[src/assert_macros.svh]
// Assertion macros used by the top level of the frame projector.
`ifndef ASSERT_MACROS_SVH
`define ASSERT_MACROS_SVH

// Same-cycle implication, sampled on clk_i, off while rst_ni is low.
`define IQFP_ASSERT_IMPL(lbl, pre, post) \
  lbl: assert property (@(posedge clk_i) disable iff (!rst_ni) (pre) |-> (post)) \
    else $error("iqfp assertion failed");

// Next-cycle implication, sampled on clk_i, off while rst_ni is low.
`define IQFP_ASSERT_NEXT(lbl, pre, post) \
  lbl: assert property (@(posedge clk_i) disable iff (!rst_ni) (pre) |=> (post)) \
    else $error("iqfp assertion failed");

`endif

[src/iqfp_pkg.sv]
// Types, constants and the arctangent table of the frame projector.
package iqfp_pkg;

  localparam int unsigned InWidth  = 256;
  localparam int unsigned OutWidth = 288;

  localparam logic signed [27:0] AngPi    = 28'sd52707179;
  localparam logic signed [16:0] AngLimit = 17'sd25736;

  localparam logic [1:0] AngRoll  = 2'd0;
  localparam logic [1:0] AngPitch = 2'd1;
  localparam logic [1:0] AngYaw   = 2'd2;

  typedef enum logic [2:0] {
    OP_NONE,
    OP_QPROD,
    OP_MATRIX,
    OP_PROJ_RATE,
    OP_PROJ_ACC,
    OP_SQ,
    OP_FILT
  } op_e;

  typedef struct packed {
    op_e        op;
    logic [1:0] row;
    logic [1:0] col;
    logic [3:0] n;
    logic       part;
    logic       capture;
    logic       start_cordic;
    logic       start_sqrt;
    logic       store_ang;
    logic [1:0] ang_sel;
    logic       load_out;
  } cmd_t;

  typedef struct packed {
    logic cordic_busy;
    logic sqrt_busy;
    logic out_stall;
  } status_t;

  // atan(2^-i) at scale 2^24
  function automatic logic signed [27:0] atan_lut(input logic [4:0] i);
    logic signed [27:0] v;
    case (i)
      5'd0:    v = 28'sd13176795;
      5'd1:    v = 28'sd7778716;
      5'd2:    v = 28'sd4110060;
      5'd3:    v = 28'sd2086331;
      5'd4:    v = 28'sd1047214;
      5'd5:    v = 28'sd524117;
      5'd6:    v = 28'sd262123;
      5'd7:    v = 28'sd131069;
      5'd8:    v = 28'sd65536;
      5'd9:    v = 28'sd32768;
      5'd10:   v = 28'sd16384;
      5'd11:   v = 28'sd8192;
      5'd12:   v = 28'sd4096;
      5'd13:   v = 28'sd2048;
      5'd14:   v = 28'sd1024;
      5'd15:   v = 28'sd512;
      5'd16:   v = 28'sd256;
      5'd17:   v = 28'sd128;
      5'd18:   v = 28'sd64;
      5'd19:   v = 28'sd32;
      5'd20:   v = 28'sd16;
      5'd21:   v = 28'sd8;
      5'd22:   v = 28'sd4;
      5'd23:   v = 28'sd2;
      default: v = 28'sd0;
    endcase
    return v;
  endfunction

endpackage

[src/iqfp_ctrl.sv]
// Controller: sequences the multiplier, root, CORDIC and filter steps per sample.
module iqfp_ctrl (
  input  logic              clk_i,
  input  logic              rst_ni,
  input  logic              in_valid_i,
  output logic              in_ready_o,
  input  iqfp_pkg::status_t status_i,
  output iqfp_pkg::cmd_t    cmd_o
);

  typedef enum logic [3:0] {
    S_IDLE, S_MAT, S_MATX, S_MATW, S_PROJ, S_SQ, S_SYNC,
    S_ROOT, S_WROOT, S_PITCH, S_WPITCH, S_YAW, S_WYAW,
    S_FILT, S_FLUSH, S_OUT
  } state_e;

  state_e     state_q;
  logic [4:0] cnt_q;
  logic [1:0] row_q, col_q;
  logic       kind_q;
  logic       units_idle;

  assign units_idle = !status_i.cordic_busy && !status_i.sqrt_busy;

  always_ff @(posedge clk_i or negedge rst_ni) begin
    if (!rst_ni) begin
      state_q <= S_IDLE;
      cnt_q   <= '0;
      row_q   <= '0;
      col_q   <= '0;
      kind_q  <= 1'b0;
    end else begin
      case (state_q)
        S_IDLE: begin
          cnt_q <= '0;
          if (in_valid_i) begin
            state_q <= S_MAT;
          end
        end
        S_MAT: begin
          cnt_q <= cnt_q + 5'd1;
          if (cnt_q == 5'd8) begin
            state_q <= S_MATX;
          end
        end
        S_MATX: state_q <= S_MATW;
        S_MATW: begin
          row_q   <= '0;
          col_q   <= '0;
          kind_q  <= 1'b0;
          state_q <= S_PROJ;
        end
        S_PROJ: begin
          if (col_q == 2'd2) begin
            col_q <= '0;
            if (row_q == 2'd2) begin
              row_q <= '0;
              if (kind_q) begin
                state_q <= S_SQ;
              end
              kind_q <= 1'b1;
            end else begin
              row_q <= row_q + 2'd1;
            end
          end else begin
            col_q <= col_q + 2'd1;
          end
        end
        S_SQ: begin
          col_q <= col_q + 2'd1;
          if (col_q == 2'd1) begin
            state_q <= S_SYNC;
          end
        end
        S_SYNC:  state_q <= S_ROOT;
        S_ROOT:  state_q <= S_WROOT;
        S_WROOT: if (units_idle) state_q <= S_PITCH;
        S_PITCH: state_q <= S_WPITCH;
        S_WPITCH: if (units_idle) state_q <= S_YAW;
        S_YAW:   state_q <= S_WYAW;
        S_WYAW: begin
          cnt_q <= '0;
          if (units_idle) begin
            state_q <= S_FILT;
          end
        end
        S_FILT: begin
          cnt_q <= cnt_q + 5'd1;
          if (cnt_q == 5'd23) begin
            state_q <= S_FLUSH;
          end
        end
        S_FLUSH: state_q <= S_OUT;
        S_OUT:   if (!status_i.out_stall) state_q <= S_IDLE;
        default: state_q <= S_IDLE;
      endcase
    end
  end

  always_comb begin
    cmd_o     = '0;
    cmd_o.row = row_q;
    cmd_o.col = col_q;
    case (state_q)
      S_IDLE:  cmd_o.capture = in_valid_i;
      S_MAT: begin
        cmd_o.op = iqfp_pkg::OP_QPROD;
        cmd_o.n  = cnt_q[3:0];
      end
      S_MATX:  cmd_o.op = iqfp_pkg::OP_MATRIX;
      S_PROJ:  cmd_o.op = kind_q ? iqfp_pkg::OP_PROJ_ACC : iqfp_pkg::OP_PROJ_RATE;
      S_SQ:    cmd_o.op = iqfp_pkg::OP_SQ;
      S_ROOT: begin
        cmd_o.start_cordic = 1'b1;
        cmd_o.start_sqrt   = 1'b1;
        cmd_o.ang_sel      = iqfp_pkg::AngRoll;
      end
      S_WROOT: begin
        cmd_o.ang_sel   = iqfp_pkg::AngRoll;
        cmd_o.store_ang = units_idle;
      end
      S_PITCH: begin
        cmd_o.start_cordic = 1'b1;
        cmd_o.ang_sel      = iqfp_pkg::AngPitch;
      end
      S_WPITCH: begin
        cmd_o.ang_sel   = iqfp_pkg::AngPitch;
        cmd_o.store_ang = units_idle;
      end
      S_YAW: begin
        cmd_o.start_cordic = 1'b1;
        cmd_o.ang_sel      = iqfp_pkg::AngYaw;
      end
      S_WYAW: begin
        cmd_o.ang_sel   = iqfp_pkg::AngYaw;
        cmd_o.store_ang = units_idle;
      end
      S_FILT: begin
        cmd_o.op   = iqfp_pkg::OP_FILT;
        cmd_o.n    = cnt_q[4:1];
        cmd_o.part = cnt_q[0];
      end
      S_OUT:   cmd_o.load_out = !status_i.out_stall;
      default: ;
    endcase
  end

  assign in_ready_o = (state_q == S_IDLE);

endmodule

[config.mk]
export PLATFORM = sky130hd
export DESIGN_NAME = iqfp_ctrl
export DESIGN_NICKNAME = d
export VERILOG_FILES = /design/src/assert_macros.svh /design/src/iqfp_pkg.sv /design/src/iqfp_ctrl.sv
export SDC_FILE = /design/constraint.sdc
export NUM_CORES = 1
export LEC_CHECK = 0
export ABC_AREA = 1
export CORE_AREA = 4 4 66 44
export DETAILED_ROUTE_END_ITERATION = 6
export DIE_AREA = 0 0 70 48
export DONT_BUFFER_PORTS = 1
export MAX_ROUTING_LAYER = met4
export PLACE_DENSITY = 0.72
export SYNTH_ARGS = -nofsm -noshare
export SYNTH_HDL_FRONTEND = slang
export SYNTH_SLANG_ARGS = --single-unit
[constraint.sdc]
create_clock -name clk_i -period 1.65 [get_ports clk_i]
set_clock_uncertainty 0.1 [all_clocks]
set_input_delay 0.2475 -clock clk_i [delete_from_list [all_inputs] [get_ports clk_i]]
set_output_delay 0.2475 -clock clk_i [all_outputs]
set_load 0.05 [all_outputs]
# Word level (Yosys, flattened, before mapping)
# Index checks and enable logic that the tools add are counted.
# Widths: inputs -> output; s select.
dict set report word_totals {
  reg_bits 14
  inputBits 6
  out_inout_bits 20
  elab_cells 87
}
dict set report classes {
  n_addsub 3
  eq_ne 31
  n_mux 31
  reduce_logical 17
}
# cell n
set ops {}
lappend ops {{$pmux 4 s16} 1}
lappend ops {{$mux 4} 11}
lappend ops {{$eq 4x4->1 const B} 8}
lappend ops {{$ne 2x2->1 const B} 11}
lappend ops {{$eq 4x3->1 const B} 4}
lappend ops {{$pmux 3 s5} 1}
lappend ops {{$reduce_and 11->1} 1}
lappend ops {{$pmux 5 s2} 1}
lappend ops {{$eq 4x2->1 const B} 2}
lappend ops {{$mux 1} 8}
lappend ops {{$pmux 2 s2} 2}
lappend ops {{$pmux 4 s2} 1}
lappend ops {{$reduce_or 2->1} 4}
lappend ops {{$mux 2} 3}
lappend ops {{$pmux 2 s3} 1}
lappend ops {{$reduce_or 3->1} 2}
lappend ops {{$add 5x1->5 const B} 1}
lappend ops {{$eq 5x4->1 const B} 1}
lappend ops {{$eq 5x5->1 const B} 1}
lappend ops {{$add 2x1->2 const B} 2}
lappend ops {{$eq 2x2->1 const B} 2}
lappend ops {{$eq 4x1->1 const B} 1}
lappend ops {{$logic_not 4->1} 1}
lappend ops {{$reduce_bool 2->1} 2}
lappend ops {{8 further kinds} 10}

# Longest topological paths before layout
dict set report depth {
  depth_word 4
  ltp_mapped 11
  depth_no_buf 11
}

# Least setup slack after synthesis
# Ideal clock, no wire load.
dict set report synth_path {
  path_type {flip-flop to output port}
  start {reg state_q[2]}
  end {out cmd_o[17] in the netlist's numbering}
  t_arrival_ns 2.432
  required_time_ns 1.302
  slack_ns -1.130
  path_stages_with_launch 4
  path_buffers 0
  path_cell_list {dfrtp_1 inv_2 nand2_2 o311ai_0}
}
# element line
set synth_rtl {}
lappend synth_rtl {{start, declared} iqfp_ctrl.sv:17} ;# state_e state_q;
lappend synth_rtl {{start signal, assigned} iqfp_ctrl.sv:27} ;# state_q <= S_IDLE;
lappend synth_rtl {{start signal, assigned} iqfp_ctrl.sv:37} ;# state_q <= S_MAT;
lappend synth_rtl {{start signal, assigned} iqfp_ctrl.sv:43} ;# state_q <= S_MATX;
lappend synth_rtl {{end, declared} iqfp_ctrl.sv:8} ;# output iqfp_pkg::cmd_t cmd_o

==> impl_metrics.env <==
export IMPL_layout_min_cycle_time_ns=1.89
export IMPL_path_clk_slew_ns=0.06
export IMPL_fmax_mhz=529
export IMPL_placed_area_um2=1480
export IMPL_ys_ff_latch=14
export IMPL_diodes=0
export IMPL_p_per_area_nw_per_um2=2360
export IMPL_routed_wl_um=5130
export IMPL_final_period_utilization=1.15
export IMPL_irDropWorstVdd_mv=1.59
export IMPL_cts_tree="done"
export IMPL_drc=0
export IMPL_grt_overflow=0
export IMPL_drt_iter0_drc=221
export IMPL_ys_seq_area_frac=0.323
export IMPL_grt_pass1_wl_um=6870
export IMPL_grt_pass1_vias=1355
export IMPL_required_ns=1.30
export IMPL_cap_violations=0
export IMPL_root_buffer="clkbuf_8"
export IMPL_start_kind="register"
export IMPL_dieWidth_um=70
export IMPL_yosysWarnings=0
export IMPL_ys_top_cells_by_area="dfrtp_1, nand2_1, ha_1"
export IMPL_vias=1510
export IMPL_worstMarginPinSlew_ns=0.643
export IMPL_syn_to_final_growth_pct=85.0
export IMPL_drive_gt1_frac=0.579
export IMPL_rows=14
export IMPL_final_nets=222
export IMPL_yosysTopAreaCell="dfrtp_1"
export IMPL_p_seq_frac=0.138
export IMPL_initial_core_util=0.462
export IMPL_syn_area_um2=1080
export IMPL_slew_viol_final=0
export IMPL_cp_end_kind="output port"
export IMPL_vias_per_cell=6.27
export IMPL_rsz0062_at_grt="true"
export IMPL_drt_pre_antenna_iters=5
export IMPL_setup_viol=23
export IMPL_clk_path_buf_depth=2
export IMPL_grt_util_all_layers=0.286
export IMPL_leakagePower_nw=0.925
export IMPL_cts_made_buffers=3
export IMPL_worstPathMaxFanout=6
export IMPL_antenna_found_initial=0
export IMPL_fin_ws_ns=-0.241
export IMPL_clock_sinks=14
export IMPL_critPathArrivalTime_ns=1.54
export IMPL_relSlewSlack=0.570
export IMPL_status="finished, violations left"
export IMPL_final_area_um2=2000
export IMPL_worstSetupPathType="register to output port"
export IMPL_fillers=111
export IMPL_die_h_um=48
export IMPL_synth_area_per_cell_um2=7.18
export IMPL_core_um2=2350
export IMPL_hold_class="primary input to register"
export IMPL_violations="negative setup slack"
export IMPL_place_hpwl_um=2390
export IMPL_die_area_um2=3360
export IMPL_ant_nets=0
export IMPL_power_switching_w=0.00257
export IMPL_hold_viol_final=0
export IMPL_ios=26
export IMPL_clock_latency_ns=0.27
export IMPL_pre_cts_ws_ns=-0.0235
export IMPL_p_int_w=0.00215
export IMPL_clkPwrFrac=0.075
export IMPL_wire_per_inst_um=21.3
export IMPL_power_share_switching=0.544
export IMPL_portBuffers=0
export IMPL_gp_congestion=0.934
export IMPL_synth_nets=163
export IMPL_synth_top_area_share=0.323
export IMPL_grt_max_degree=15
export IMPL_rrSetupSlack_ns=-0.15
export IMPL_synthCells=151
export IMPL_ys_types=26
export IMPL_combPwrFrac=0.787
export IMPL_htree_levels=1
==> power by group through the flow <==
stage | combinational, W | clock (W) | sequential (W)
floorplan | 0.00144 | 0 | 0.000724
global placement | 0.00239 | 0 | 0.000607
detailed placement | 0.00244 | 0 | 0.000616
CTS | 0.00300 | 0.000352 | 0.000620
global route | 0.00385 | 0.000378 | 0.000666
finish | 0.00372 | 0.000357 | 0.000652
==> cells by family after synthesis <==
group,synth area share
AOI/OAI and AO/OA,0.141
xor gates and xnor gates,0.00808
adders and majority gates,0.0693
buffers and inverters,0.0924
DFF,0.323
and+or+nand+nor,0.366
==> cell usage after synthesis, drive strengths merged <==
cell type	count
a31oi	1
nor2	22
o21ai	13
ha	6
nand4	6
or2	1
o311ai	2
nand2	36
clkinv	1
inv	25
nand3	9
nor3	3
nand3b	1
a21oi	3
o22ai	6
xor2	1
a21boi	1
dfrtp	14
==> sequential cells by signal, indices dropped and copies added (netlist names) <==
name,flops
cnt_q,5
state_q,4
col_q,2
row_q,2
kind_q,1
==> cell type report <==
| class | count | area [um2] | area share |
|---|---|---|---|
| inverters | 26 | 118 | 0.0587 |
| multi-input cells | 111 | 873 | 0.436 |
| flip-flops and latches | 14 | 354 | 0.177 |
| clock buffers | 4 | 55.1 | 0.0275 |
| repair buffers | 54 | 564 | 0.282 |
| well taps | 32 | 40.0 | 0.0200 |
==> metrics by stage <==
stage,utilization,setup TNS [ns],instances,total power (W),hold slack (ns)
2_1_floorplan,-,-1.95,151,0.00216,-0.148
3_3_place_gp,0.629,0,213,0.00299,-0.148
3_5_place_dp,0.629,-0.0762,213,0.00306,-0.148
4_1_cts,0.773,-1.10,230,0.00398,0.276
5_1_grt,0.854,-4.15,241,0.00489,0.299
6_report,0.854,-3.08,241,0.00473,0.291
==> per-layer routing <==
layer / track usage / vias to the layer above / part of all wire
met4: 0.145 / 0 / 0.066
met3: 0.103 / 50 / 0.11
li1: - / 618 / -
met5: - / - / 0
met1: 0.331 / 721 / 0.39
met2: 0.450 / 121 / 0.44
==> final timing paths <==
path / endpoint / startpoint / depth (start not counted)
setup / recovery: cmd_o[11] / state_q[2] / 6
hold / removal: state_q[0] / status_i[2] / 5
setup reg to reg: state_q[3] / state_q[2] / 11
hold reg to reg: row_q[1] / row_q[1] / 2
max in group asynchronous: state_q[3] / rst_ni / 1
min in group asynchronous: kind_q / rst_ni / 1
==> cells in the final DEF (no fill, tap or decap), types with 4 or more instances in the layout <==
| cell | count |
|---|---|
| nand2_2 | 7 |
| inv_2 | 10 |
| nor2_4 | 10 |
| clkbuf_8 | 4 |
| nand2_4 | 6 |
| o22ai_2 | 4 |
| nor2_1 | 9 |
| buf_6 | 13 |
| buf_12 | 8 |
| nand2_1 | 21 |
| inv_1 | 12 |
| nand4_1 | 6 |
| ha_1 | 5 |
| dfrtp_1 | 11 |
| buf_4 | 31 |
| o21ai_0 | 8 |
| nand3_1 | 6 |
==> what timing repair did <==
item                       CTS  global route
setup buffers               12            12
hold buffers                 1             0
hold endpoints to repair    14             0
setup endpoints to repair   15            24
resized for setup           44            31
pin swaps                    8            13
==> worst max-delay path: stages, from the launching register on <==
cell and delay [ns]:
dfrtp_1 0.41, buf_4 0.14, nand2_2 0.09, nor2_4 0.18, inv_4 0.08, o22ai_2 0.18
buf_6 0.18
No activity file was read; power rests on OpenSTA's default activity.
